## src/pdb_pkg.sv

```systemverilog
// ----------------------------------------------------------------------------
// pdb_pkg: shared types and constants of the paletted pixel dim blend
// Item kinds, register map, queue sizing and the channel product helper.
// ----------------------------------------------------------------------------
`default_nettype none

package pdb_pkg;

   localparam int unsigned QUEUE_DEPTH = 4;
   localparam int unsigned QUEUE_PTR_W = $clog2(QUEUE_DEPTH);
   localparam int unsigned QUEUE_CNT_W = $clog2(QUEUE_DEPTH + 1);

   localparam int unsigned TIDX_W   = 15;
   localparam int unsigned VALUE_W  = 24;
   localparam int unsigned PIXEL_W  = 8;
   localparam int unsigned WEIGHT_W = 7;
   localparam int unsigned COLOR_W  = 8;
   localparam int unsigned PROD_W   = 14;
   localparam int unsigned CHAN_W   = 10;
   localparam int unsigned PAL_DEPTH = 256;
   localparam int unsigned INV_DEPTH = 32768;
   localparam int unsigned PAL_IDX_W = $clog2(PAL_DEPTH);

   localparam logic [WEIGHT_W-1:0] FULL_WEIGHT = 7'd64;

   localparam int unsigned REQ_TDATA_W = 48;
   localparam int unsigned CSR_ADDR_W  = 4;

   // Action codes on req_tuser
   localparam logic [1:0] ACT_PAL_LOAD = 2'd0;
   localparam logic [1:0] ACT_INV_LOAD = 2'd1;
   localparam logic [1:0] ACT_BLEND    = 2'd2;

   // Register indexes (paddr[3:2])
   localparam logic [1:0] REG_WEIGHT    = 2'd0;
   localparam logic [1:0] REG_DIM_RED   = 2'd1;
   localparam logic [1:0] REG_DIM_GREEN = 2'd2;
   localparam logic [1:0] REG_DIM_BLUE  = 2'd3;

   typedef enum logic [1:0] {
      KIND_PAL_LOAD,
      KIND_INV_LOAD,
      KIND_BLEND
   } kind_type;

   typedef struct packed {
      kind_type               kind;
      logic [TIDX_W-1:0]      tidx;
      logic [VALUE_W-1:0]     value;
      logic [PIXEL_W-1:0]     pixel;
   } item_type;

   typedef struct packed {
      logic [WEIGHT_W-1:0] weight;
      logic [COLOR_W-1:0]  dim_red;
      logic [COLOR_W-1:0]  dim_green;
      logic [COLOR_W-1:0]  dim_blue;
   } cfg_type;

   // 8-bit color times a weight of at most 64 fits in 14 bits
   function automatic logic [PROD_W-1:0] mix_product(input logic [COLOR_W-1:0] color,
                                                     input logic [WEIGHT_W-1:0] wt);
      logic [COLOR_W+WEIGHT_W-1:0] full;
      full = {{WEIGHT_W{1'b0}}, color} * {{COLOR_W{1'b0}}, wt};
      return full[PROD_W-1:0];
   endfunction

endpackage

`default_nettype wire

```

## src/pdb_csr.sv

```systemverilog
// ----------------------------------------------------------------------------
// pdb_csr: configuration registers
// APB-style register file for blend weight and dim color.
// ----------------------------------------------------------------------------
`default_nettype none

module pdb_csr (
   input  wire logic                           clock,
   input  wire logic                           reset,
   input  wire logic                           csr_psel,
   input  wire logic                           csr_penable,
   input  wire logic                           csr_pwrite,
   input  wire logic [pdb_pkg::CSR_ADDR_W-1:0] csr_paddr,
   input  wire logic [31:0]                    csr_pwdata,
   output logic      [31:0]                    csr_prdata,
   output logic                                csr_pready,
   output pdb_pkg::cfg_type                    cfg
);
   import pdb_pkg::*;

   cfg_type    cfg_ff;
   cfg_type    cfg_in;
   logic       wr_en;
   logic [1:0] reg_idx;

   assign csr_pready = 1'b1;
   assign reg_idx    = csr_paddr[3:2];
   assign wr_en      = csr_psel && csr_penable && csr_pwrite && csr_pready;

   always_comb begin
      cfg_in = cfg_ff;
      if (wr_en) begin
         case (reg_idx)
            REG_WEIGHT:    cfg_in.weight    = csr_pwdata[WEIGHT_W-1:0];
            REG_DIM_RED:   cfg_in.dim_red   = csr_pwdata[COLOR_W-1:0];
            REG_DIM_GREEN: cfg_in.dim_green = csr_pwdata[COLOR_W-1:0];
            REG_DIM_BLUE:  cfg_in.dim_blue  = csr_pwdata[COLOR_W-1:0];
            default:       cfg_in = cfg_ff;
         endcase
      end
   end

   always_ff @(posedge clock) begin
      if (reset) begin
         cfg_ff <= '0;
      end else begin
         cfg_ff <= cfg_in;
      end
   end

   always_comb begin
      case (reg_idx)
         REG_WEIGHT:    csr_prdata = {{(32-WEIGHT_W){1'b0}}, cfg_ff.weight};
         REG_DIM_RED:   csr_prdata = {{(32-COLOR_W){1'b0}}, cfg_ff.dim_red};
         REG_DIM_GREEN: csr_prdata = {{(32-COLOR_W){1'b0}}, cfg_ff.dim_green};
         REG_DIM_BLUE:  csr_prdata = {{(32-COLOR_W){1'b0}}, cfg_ff.dim_blue};
         default:       csr_prdata = '0;
      endcase
   end

   assign cfg = cfg_ff;

endmodule

`default_nettype wire

```

## config.mk

```make
export PLATFORM = sky130hd
export DESIGN_NAME = pdb_csr
export DESIGN_NICKNAME = d
export VERILOG_FILES = /design/src/pdb_pkg.sv /design/src/pdb_csr.sv
export SDC_FILE = /design/constraint.sdc
export NUM_CORES = 1
export LEC_CHECK = 0
export BUFFER_PORTS_ARGS = -buffer_cell sky130_fd_sc_hd__buf_2
export CORE_ASPECT_RATIO = 0.8
export CORE_MARGIN = 4
export CORE_UTILIZATION = 40
export CTS_BUF_LIST = sky130_fd_sc_hd__clkbuf_8
export CTS_CLUSTER_DIAMETER = 60
export CTS_CLUSTER_SIZE = 40
export DETAILED_ROUTE_END_ITERATION = 10
export PLACE_DENSITY = 0.91
export SYNTH_ARGS = -nofsm -noshare
export SYNTH_HDL_FRONTEND = slang
export SYNTH_SLANG_ARGS = --single-unit
```

## constraint.sdc

```tcl
create_clock -name clock -period 1.1 [get_ports clock]
set_clock_uncertainty 0.2 [all_clocks]
set_input_delay 0.055 -clock clock [delete_from_list [all_inputs] [get_ports clock]]
set_output_delay 0.055 -clock clock [all_outputs]
set_load 0.01 [all_outputs]
```

==> flow_summary_export.csv <==
group,metric,value,unit
outcome,status,"complete, but fails checks",
outcome,violations,"setup timing",
critical_path,start_kind,"flop",
final_layout,fin_cells,317,
sta,finalHoldViolCount,0,
synthesis,syn_area_per_cell,10.89,um2
hold_path,hp-class,"input pin to flop",
sta,drv_slew,0,
clocking,cts.reportedPaths.clkPinSlew,0.06,ns
global_routing,grtUsageTotal,0.1851,
detailed_routing,vias,1436,
placement,dp_cells,295,
clocking,ctsLongestPathBuffers,2,
detailed_routing,postRouteAntennaNets,0,
detailed_routing,avgViaCountPerCell,4.530,
detailed_routing,dr.pass1.iters,4,
critical_path,max_stage_delay,0.50,ns
critical_path,path_class,"flop to output port",
sta,fmax,0.6669,GHz
final_layout,largest_reg_flops,31,
final_layout,final_cell_mix,"69 x buf_6, 34 x nand2b_1, 31 x mux2i_1",
synthesis,ys_types,20,
synthesis,synth.ff_latch_count,31,
global_routing,grt_pass1_vias,1491,
final_layout,diodes,0,
clocking,cts_buffers,5,
detailed_routing,drc,0,
global_routing,antenna_found_initial,0,
final_layout,drive_above_1_share,0.5725,
floorplan,die-area,0.005298,mm2
synthesis,synth_cells,154,
detailed_routing,drt-initial-drc-count,42,
sta,fin_crit,1.499,ns
placement,io_buffers,53,
global_routing,grt_max_degree,21,
critical_path,cp.required,0.84,ns
final_layout,final_util,0.7188,
clocking,clock_latency,0.27,ns
power_and_ir_drop,powerDensity,815.5,mW/mm2
placement,gp_congestion,0.7736,
placement,hpwl,3.106,mm
final_layout,syn2layout_area_growth,68.43,%
global_routing,grt_pass1_wl,7.300,mm
clocking,h-tree-depth,2,
clocking,clock-sinks,31,
critical_path,cp_slowest_cell,"mux4_2",
critical_path,crit_fanout,2,
final_layout,layout_commonest_cell,"buf_6",
critical_path,worst_setup_path_end_kind,"output port",
floorplan,rows,20,
power_and_ir_drop,peakVddDrop,775.9,uV
sta,setup_slack,-0.3995,ns
sta,rsz0062_at_grt,"yes",
synthesis,yosys_warnings,0,
critical_path,cp.arrival,1.24,ns
clocking,cts_tree,"done",
sta,tns,-3.464,ns
sta,period_share,1.363,
power_and_ir_drop,p_leak,1.398,nW
global_routing,gr-total-overflow,0,
detailed_routing,post_drt_wl_per_cell,15.65,um
sta,timing.hold.ws,0.06977,ns
floorplan,initial_core_util,0.4268,
floorplan,die_x,80.39,um
floorplan,boundaryPins,105,
synthesis,seq_area_frac_synth,0.3701,
critical_path,path_cells,"mux4_2 -> buf_6",
floorplan,dieHeight,65.91,um
final_layout,nets,304,
sta,finalSetupViolations,15,
detailed_routing,wl,4.961,mm
final_layout,fillCellCount,286,
clocking,cts_root_buffer,"clkbuf_8",
synthesis,synth_area,0.001677,mm2
run,drv_cap,0,
floorplan,core_area,0.003929,mm2
## per-stage QoR
stage | setup WS, ns | cell area [um2] | power (W)
floorplan | 0.01573 | 1763 | 0.001400
global placement | -0.2394 | 2222 | 0.001451
detailed placement | -0.2803 | 2222 | 0.001458
CTS | -0.3930 | 2626 | 0.002294
global route | -0.4205 | 2824 | 0.002408
finish | -0.3995 | 2824 | 0.002303
## power breakdown
part	total, W	leakage [nW]	switching, W	internal, W
registers	0.00115	0.265	0.0000102	0.00114
clock network	0.000794	0.0413	0.000383	0.000411
logic	0.000359	1.09	0.000170	0.000189
total	0.00230	1.40	0.000563	0.00174
## kinds of logic (layout without fill, tap and decap cells)
family | Yosys count | after routing | share of synthesized area
compound gates | 1 | 1 | 0.005225
buf+inv | 33 | 118 | 0.1403
flops | 31 | 31 | 0.3702
mux | 39 | 39 | 0.2858
other cells | 2 | 25 | 0.004479
simple gates | 48 | 48 | 0.1940
## worst max-delay path: cells and delay by family (launching register included)
| kind | cells | cell delay, ns |
|---|---|---|
| buf+inv | 1 | 0.14 |
| flops | 1 | 0.33 |
| mux | 1 | 0.50 |
## metal layers
layer	track usage	vias up	part of all wire
li1	-	689	-
met1	0.2097	689	0.40
met2	0.3254	51	0.53
met3	0.05450	7	0.062
met4	0.07384	0	0.0095
met5	0	-	0
## cell type report
cell class / count / area (um2) / area share
clock buffer: 5 / 68.82 / 0.02437
timing repair buffer: 112 / 1117 / 0.3957
sequential: 31 / 658.1 / 0.2331
tap: 55 / 68.82 / 0.02437
clock inverter: 1 / 3.754 / 0.001329
multi-input combinational: 113 / 907.1 / 0.3212
## what timing repair did
| action | in CTS | in global routing |
|---|---|---|
| gates resized for setup | 59 | 41 |
| endpoints found under the hold margin | 31 | 0 |
| endpoints found under the setup margin | 31 | 42 |
| buffers inserted | 3 | 8 |
| hold buffers | 8 | 0 |
## worst paths after layout
kind / startpoint / endpoint / slack, ns / cells after the start
max: cfg[4] / csr_prdata[4] / -0.40 / 2
min reg2reg: cfg[23] / cfg[23] / 0.30 / 2
max reg2reg: cfg[29] / cfg[29] / -0.06 / 4
min: reset / cfg[25] / 0.07 / 4
## synthesized netlist by cell type, drive strengths merged
cell type  instances  area, um2
nand2              1      3.750
mux4               7      157.7
nand3b             1      7.510
conb               2      7.510
buf               30      224.0
and3               1      6.260
nand2b            34      212.7
nor2b              1      6.260
clkbuf             3      11.26
nor3b              1      18.77
or2b               5      37.54
mux2               1      11.26
or3                1      6.260
and2               1      6.260
dfxtp             31      620.6
a22o               1      8.760
mux2i             31      310.3
nand3              2      20.02
No activity file was read; power rests on OpenSTA's default activity.
