`src/pdb_pkg.sv`:
```
// ----------------------------------------------------------------------------
// pdb_pkg: shared types and constants of the paletted pixel dim blend
// Item kinds, register map, queue sizing and the channel product helper.
// ----------------------------------------------------------------------------
`default_nettype none

package pdb_pkg;

   localparam int unsigned QUEUE_DEPTH = 4;
   localparam int unsigned QUEUE_PTR_W = $clog2(QUEUE_DEPTH);
   localparam int unsigned QUEUE_CNT_W = $clog2(QUEUE_DEPTH + 1);

   localparam int unsigned TIDX_W   = 15;
   localparam int unsigned VALUE_W  = 24;
   localparam int unsigned PIXEL_W  = 8;
   localparam int unsigned WEIGHT_W = 7;
   localparam int unsigned COLOR_W  = 8;
   localparam int unsigned PROD_W   = 14;
   localparam int unsigned CHAN_W   = 10;
   localparam int unsigned PAL_DEPTH = 256;
   localparam int unsigned INV_DEPTH = 32768;
   localparam int unsigned PAL_IDX_W = $clog2(PAL_DEPTH);

   localparam logic [WEIGHT_W-1:0] FULL_WEIGHT = 7'd64;

   localparam int unsigned REQ_TDATA_W = 48;
   localparam int unsigned CSR_ADDR_W  = 4;

   // Action codes on req_tuser
   localparam logic [1:0] ACT_PAL_LOAD = 2'd0;
   localparam logic [1:0] ACT_INV_LOAD = 2'd1;
   localparam logic [1:0] ACT_BLEND    = 2'd2;

   // Register indexes (paddr[3:2])
   localparam logic [1:0] REG_WEIGHT    = 2'd0;
   localparam logic [1:0] REG_DIM_RED   = 2'd1;
   localparam logic [1:0] REG_DIM_GREEN = 2'd2;
   localparam logic [1:0] REG_DIM_BLUE  = 2'd3;

   typedef enum logic [1:0] {
      KIND_PAL_LOAD,
      KIND_INV_LOAD,
      KIND_BLEND
   } kind_type;

   typedef struct packed {
      kind_type               kind;
      logic [TIDX_W-1:0]      tidx;
      logic [VALUE_W-1:0]     value;
      logic [PIXEL_W-1:0]     pixel;
   } item_type;

   typedef struct packed {
      logic [WEIGHT_W-1:0] weight;
      logic [COLOR_W-1:0]  dim_red;
      logic [COLOR_W-1:0]  dim_green;
      logic [COLOR_W-1:0]  dim_blue;
   } cfg_type;

   // 8-bit color times a weight of at most 64 fits in 14 bits
   function automatic logic [PROD_W-1:0] mix_product(input logic [COLOR_W-1:0] color,
                                                     input logic [WEIGHT_W-1:0] wt);
      logic [COLOR_W+WEIGHT_W-1:0] full;
      full = {{WEIGHT_W{1'b0}}, color} * {{COLOR_W{1'b0}}, wt};
      return full[PROD_W-1:0];
   endfunction

endpackage

`default_nettype wire

```
`src/pdb_front.sv`:
```
// ----------------------------------------------------------------------------
// pdb_front: item intake and queue
// Classifies incoming items, drops those without effect, and queues the rest.
// ----------------------------------------------------------------------------
`default_nettype none

module pdb_front (
   input  wire logic                            clock,
   input  wire logic                            reset,
   input  wire logic                            req_tvalid,
   output logic                                 req_tready,
   input  wire logic [pdb_pkg::REQ_TDATA_W-1:0] req_tdata,
   input  wire logic [1:0]                      req_tuser,
   output logic                                 head_valid,
   output pdb_pkg::item_type                    head,
   input  wire logic                            pop
);
   import pdb_pkg::*;

   item_type               entry_ff [QUEUE_DEPTH];
   logic [QUEUE_PTR_W-1:0] wr_ptr_ff, wr_ptr_in;
   logic [QUEUE_PTR_W-1:0] rd_ptr_ff, rd_ptr_in;
   logic [QUEUE_CNT_W-1:0] count_ff, count_in;
   item_type               item;
   logic                   keep;
   logic                   push;
   logic                   do_pop;

   // Drop reserved actions and palette loads beyond the palette
   always_comb begin
      item.tidx  = req_tdata[TIDX_W-1:0];
      item.value = req_tdata[TIDX_W+VALUE_W-1:TIDX_W];
      item.pixel = req_tdata[TIDX_W+VALUE_W+PIXEL_W-1:TIDX_W+VALUE_W];
      item.kind  = KIND_BLEND;
      keep       = 1'b0;
      case (req_tuser)
         ACT_PAL_LOAD: begin
            item.kind = KIND_PAL_LOAD;
            keep      = (req_tdata[TIDX_W-1:PAL_IDX_W] == '0);
         end
         ACT_INV_LOAD: begin
            item.kind = KIND_INV_LOAD;
            keep      = 1'b1;
         end
         ACT_BLEND: begin
            item.kind = KIND_BLEND;
            keep      = 1'b1;
         end
         default: begin
            item.kind = KIND_BLEND;
            keep      = 1'b0;
         end
      endcase
   end

   assign req_tready = (count_ff != QUEUE_CNT_W'(QUEUE_DEPTH));
   assign head_valid = (count_ff != '0);
   assign head       = entry_ff[rd_ptr_ff];
   assign push       = req_tvalid && req_tready && keep;
   assign do_pop     = pop && head_valid;

   always_comb begin
      wr_ptr_in = push   ? wr_ptr_ff + QUEUE_PTR_W'(1) : wr_ptr_ff;
      rd_ptr_in = do_pop ? rd_ptr_ff + QUEUE_PTR_W'(1) : rd_ptr_ff;
      count_in  = count_ff;
      if (push && !do_pop) begin
         count_in = count_ff + QUEUE_CNT_W'(1);
      end else if (do_pop && !push) begin
         count_in = count_ff - QUEUE_CNT_W'(1);
      end
   end

   always_ff @(posedge clock) begin
      if (reset) begin
         wr_ptr_ff <= '0;
         rd_ptr_ff <= '0;
         count_ff  <= '0;
      end else begin
         wr_ptr_ff <= wr_ptr_in;
         rd_ptr_ff <= rd_ptr_in;
         count_ff  <= count_in;
      end
   end

   always_ff @(posedge clock) begin
      if (push) begin
         entry_ff[wr_ptr_ff] <= item;
      end
   end

endmodule

`default_nettype wire

```
`config.mk`:
```
export PLATFORM = sky130hd
export DESIGN_NAME = pdb_front
export DESIGN_NICKNAME = d
export VERILOG_FILES = /design/src/pdb_pkg.sv /design/src/pdb_front.sv
export SDC_FILE = /design/constraint.sdc
export NUM_CORES = 1
export LEC_CHECK = 0
export ABC_AREA = 1
export BUFFER_PORTS_ARGS = -buffer_cell sky130_fd_sc_hd__buf_4
export CAP_MARGIN = 20
export CORE_ASPECT_RATIO = 2
export CORE_MARGIN = 3
export CORE_UTILIZATION = 35
export DETAILED_ROUTE_END_ITERATION = 7
export GPL_ROUTABILITY_DRIVEN = 0
export PLACE_DENSITY = 0.55
export SLEW_MARGIN = 20
export SYNTH_ARGS = -nofsm -noshare
export SYNTH_HDL_FRONTEND = slang
export SYNTH_SLANG_ARGS = --single-unit
```
`constraint.sdc`:
```
create_clock -name clock -period 5.2 [get_ports clock]
set_input_delay 0 -clock clock [delete_from_list [all_inputs] [get_ports clock]]
set_output_delay 0 -clock clock [all_outputs]
set_load 0.02 [all_outputs]
```
==> flow_summary.toml <==
[sta]
worst_pin_slew_ns = 1.09
rsz0062_at_grt = "false"
maxSlewViolCount = 0
max_freq_ghz = 0.351
setup_viol = 0
hold_viol_final = 0
whs_ns = 0.0365
finalClockSkew_ns = 0.00847
worst_slack_ns = 2.35
fin_tns_setup_ns = 0
period_share = 0.548
slew_headroom = 0.272
fin_crit_ns = 2.85

[clock_network]
cts-root-buf = "clkbuf_16"
post_cts_resized = 0
h-tree-depth = 1
cts.clk_slew.worst_paths_ns = 0.06
cts_made_buffers = 18
clkSinkCount = 205
clock_latency_ns = 0.47
clockBufferDepth = 3
cts_tree = "yes"

[worst_setup_path]
cp_max_fo = 50
arrival_ns = 2.85
critPathRequiredTime_ns = 5.20
reg2regPathDepth = 5
crit_path_start_kind = "register"
endpoint_kind = "primary output"
endpoint = "head[43]"
r2r-start = "count_ff[1]"
ff2ff_setup_slack_ns = 2.55
regToRegEndpoint = "entry_ff[3][17]"
critPathKind = "register to primary output"

[placed_design]
dp_cells = 913
post-dp-hpwl_um = 10400
io_buffers = 103
dpl_worst_slack_ns = 2.47

[power_and_ir_drop]
pwr-share-seq = 0.455
power.total_mw = 4.47
comb_power_share = 0.262
p_per_area_mw_per_mm2 = 451
vdd_drop_max_uv = 247
swShare = 0.316
p_int_mw = 3.06
power_switching_mw = 1.41
p_leak_nw = 3.50
clock_power_share = 0.282

[floorplan]
core_area_mm2 = 0.0221
start_util = 0.356
ios = 105
row_count = 77
fp.dieW_um = 112
dieHeight_um = 218
dieArea_mm2 = 0.0244

[logic_synthesis]
synth.mux.area_fraction = 0
synth_top_area_cell = "edfxtp_1"
synthArstFlopShare = 0
ys_seq_area_frac = 0.771
ys_top_cells_by_count = "edfxtp_1 (196), nor2_1 (107), o21ai_0 (100), o22ai_1 (49), inv_1 (23)"
synthTopCellsByArea = "edfxtp_1 (75%), o21ai_0 (6.4%), nor2_1 (5.1%)"
yosys.area_share.simple = 0.0611
syn-num-nets = 625
synth.distinct_cells = 22
syn_inst = 561
synth-adder-area-share = 0.0169
syn_area_mm2 = 0.00787
synth_top_family_by_area = "compound AO/OA/AOI/OAI gates"
synth-seq-cells = 205
synthFlopType = "edfxtp_1"
yosys.area.top_type_share = 0.748
synth_most_common_cell = "edfxtp_1"
synth_edf_count = 196
synth-xor-area-share = 0
ys.warnings.count = 0
synth_compound_area_frac = 0.112
syn_avg_cell_area_um2 = 14.0

[grt]
antenna_found_initial = 0
grt_pass1_wl_um = 28100
grt_overflow = 0
grt_pass1_vias = 5339
grt_max_degree = 100
track_usage = 0.146

[final_layout]
n_antenna_cell = 0
nets = 771
nFillCells = 2033
syn_to_final_growth_pct = 25.9
drive_gt1_frac = 0.202
fin_cells = 993

[detailed_routing]
drtIter0Drc = 249
wire_per_inst_um = 18.3
vias = 5026
ant_nets = 0
first_pass_iters = 5
drc_errors = 0
vias_per_cell = 5.06
routed_wl_um = 18200

[worst_hold_path]
min_path_type = "input port to register"

[run]
cap_violations = 0

[status]
status = "finished, final reports clean"
## flip-flops by register name, indices dropped and copies added (netlist names), named ones only
| name | flops |
|---|---|
| rd_ptr_ff | 2 |
| count_ff | 3 |
| wr_ptr_ff | 2 |
| entry_ff | 196 |
## final cells by class
type                            count  area [µm²]  area share
Clock buffer                       26         533      0.0538
Tap cell                          276         345      0.0349
Sequential cell                   205        6070       0.613
Clock inverter                      4        20.0     0.00202
Multi-Input combinational cell    297        1520       0.154
Timing Repair Buffer              157        1300       0.132
Inverter                           28         110      0.0111
## how the worst min path moves through the flow
stage	start	endpoint	slack, ns	depth (start not counted)
after floorplan	req_tdata[39]	entry_ff[0][0]	0.1	0
final	req_tvalid	wr_ptr_ff[0]	0.04	5
after global routing	req_tvalid	wr_ptr_ff[0]	0.06	5
after global placement	req_tdata[26]	entry_ff[3][19]	0.20	1
after CTS	req_tvalid	wr_ptr_ff[0]	0.04	5
after detailed placement	req_tdata[23]	entry_ff[3][16]	0.20	1
## placed cells by master (no fill, tap or decap)
cell type / n
a21oi_1: 9
inv_2: 4
dfxtp_2: 1
clkbuf_16: 20
nand3_2: 1
clkbuf_8: 1
clkbuf_1: 5
nand2_1: 13
ha_1: 9
dfxtp_4: 1
nor2_4: 4
o21ai_1: 3
buf_4: 107
dfxtp_1: 7
a31oi_2: 1
edfxtp_1: 196
dlygate4sd3_1: 50
fa_1: 1
o21ai_0: 100
nand3_1: 4
inv_1: 23
nor2_1: 103
clkinv_2: 4
o22ai_1: 49
inv_6: 1
## power groups by stage
stage / logic (mW) / clock network (mW) / registers [mW]
3_5_place_dp: 1.16 / 0 / 2.08
6_report: 1.17 / 1.26 / 2.03
2_1_floorplan: 0.781 / 0 / 1.96
3_3_place_gp: 1.13 / 0 / 2.06
5_1_grt: 1.28 / 1.36 / 2.05
4_1_cts: 1.20 / 1.29 / 2.04
## per-layer routing
metal	GRT usage	part of all wire	vias up
li1	-	-	2349
met1	0.161	0.39	2535
met2	0.285	0.55	113
met3	0.0205	0.037	29
met4	0.0465	0.027	0
met5	0	0	-
## critical path, cell delays in order (launching register included)
cell	delay [ns]
dfxtp_2	1.04
inv_2	0.69
o21ai_0	0.28
o22ai_1	0.16
buf_4	0.19
## through the flow
step	utilization	instance area (µm²)
after detailed placement	0.401	8850
after global routing	0.449	9910
after floorplan	-	7870
after CTS	0.449	9910
after global placement	0.401	8850
final	0.449	9910
## repair_timing
| item | CTS | global route |
|---|---|---|
| endpoints found under the hold margin | 201 | 0 |
| setup buffers | 0 | 0 |
| hold buffers | 50 | 0 |
## logic make-up after synthesis
family,count (synthesis)
adders and majority gates,10
buffers and inverters,59
DFF,205
AOI/OAI and AO/OA,162
and+or+nand+nor,125
Note: power is estimated with default switching activity, not from simulation.
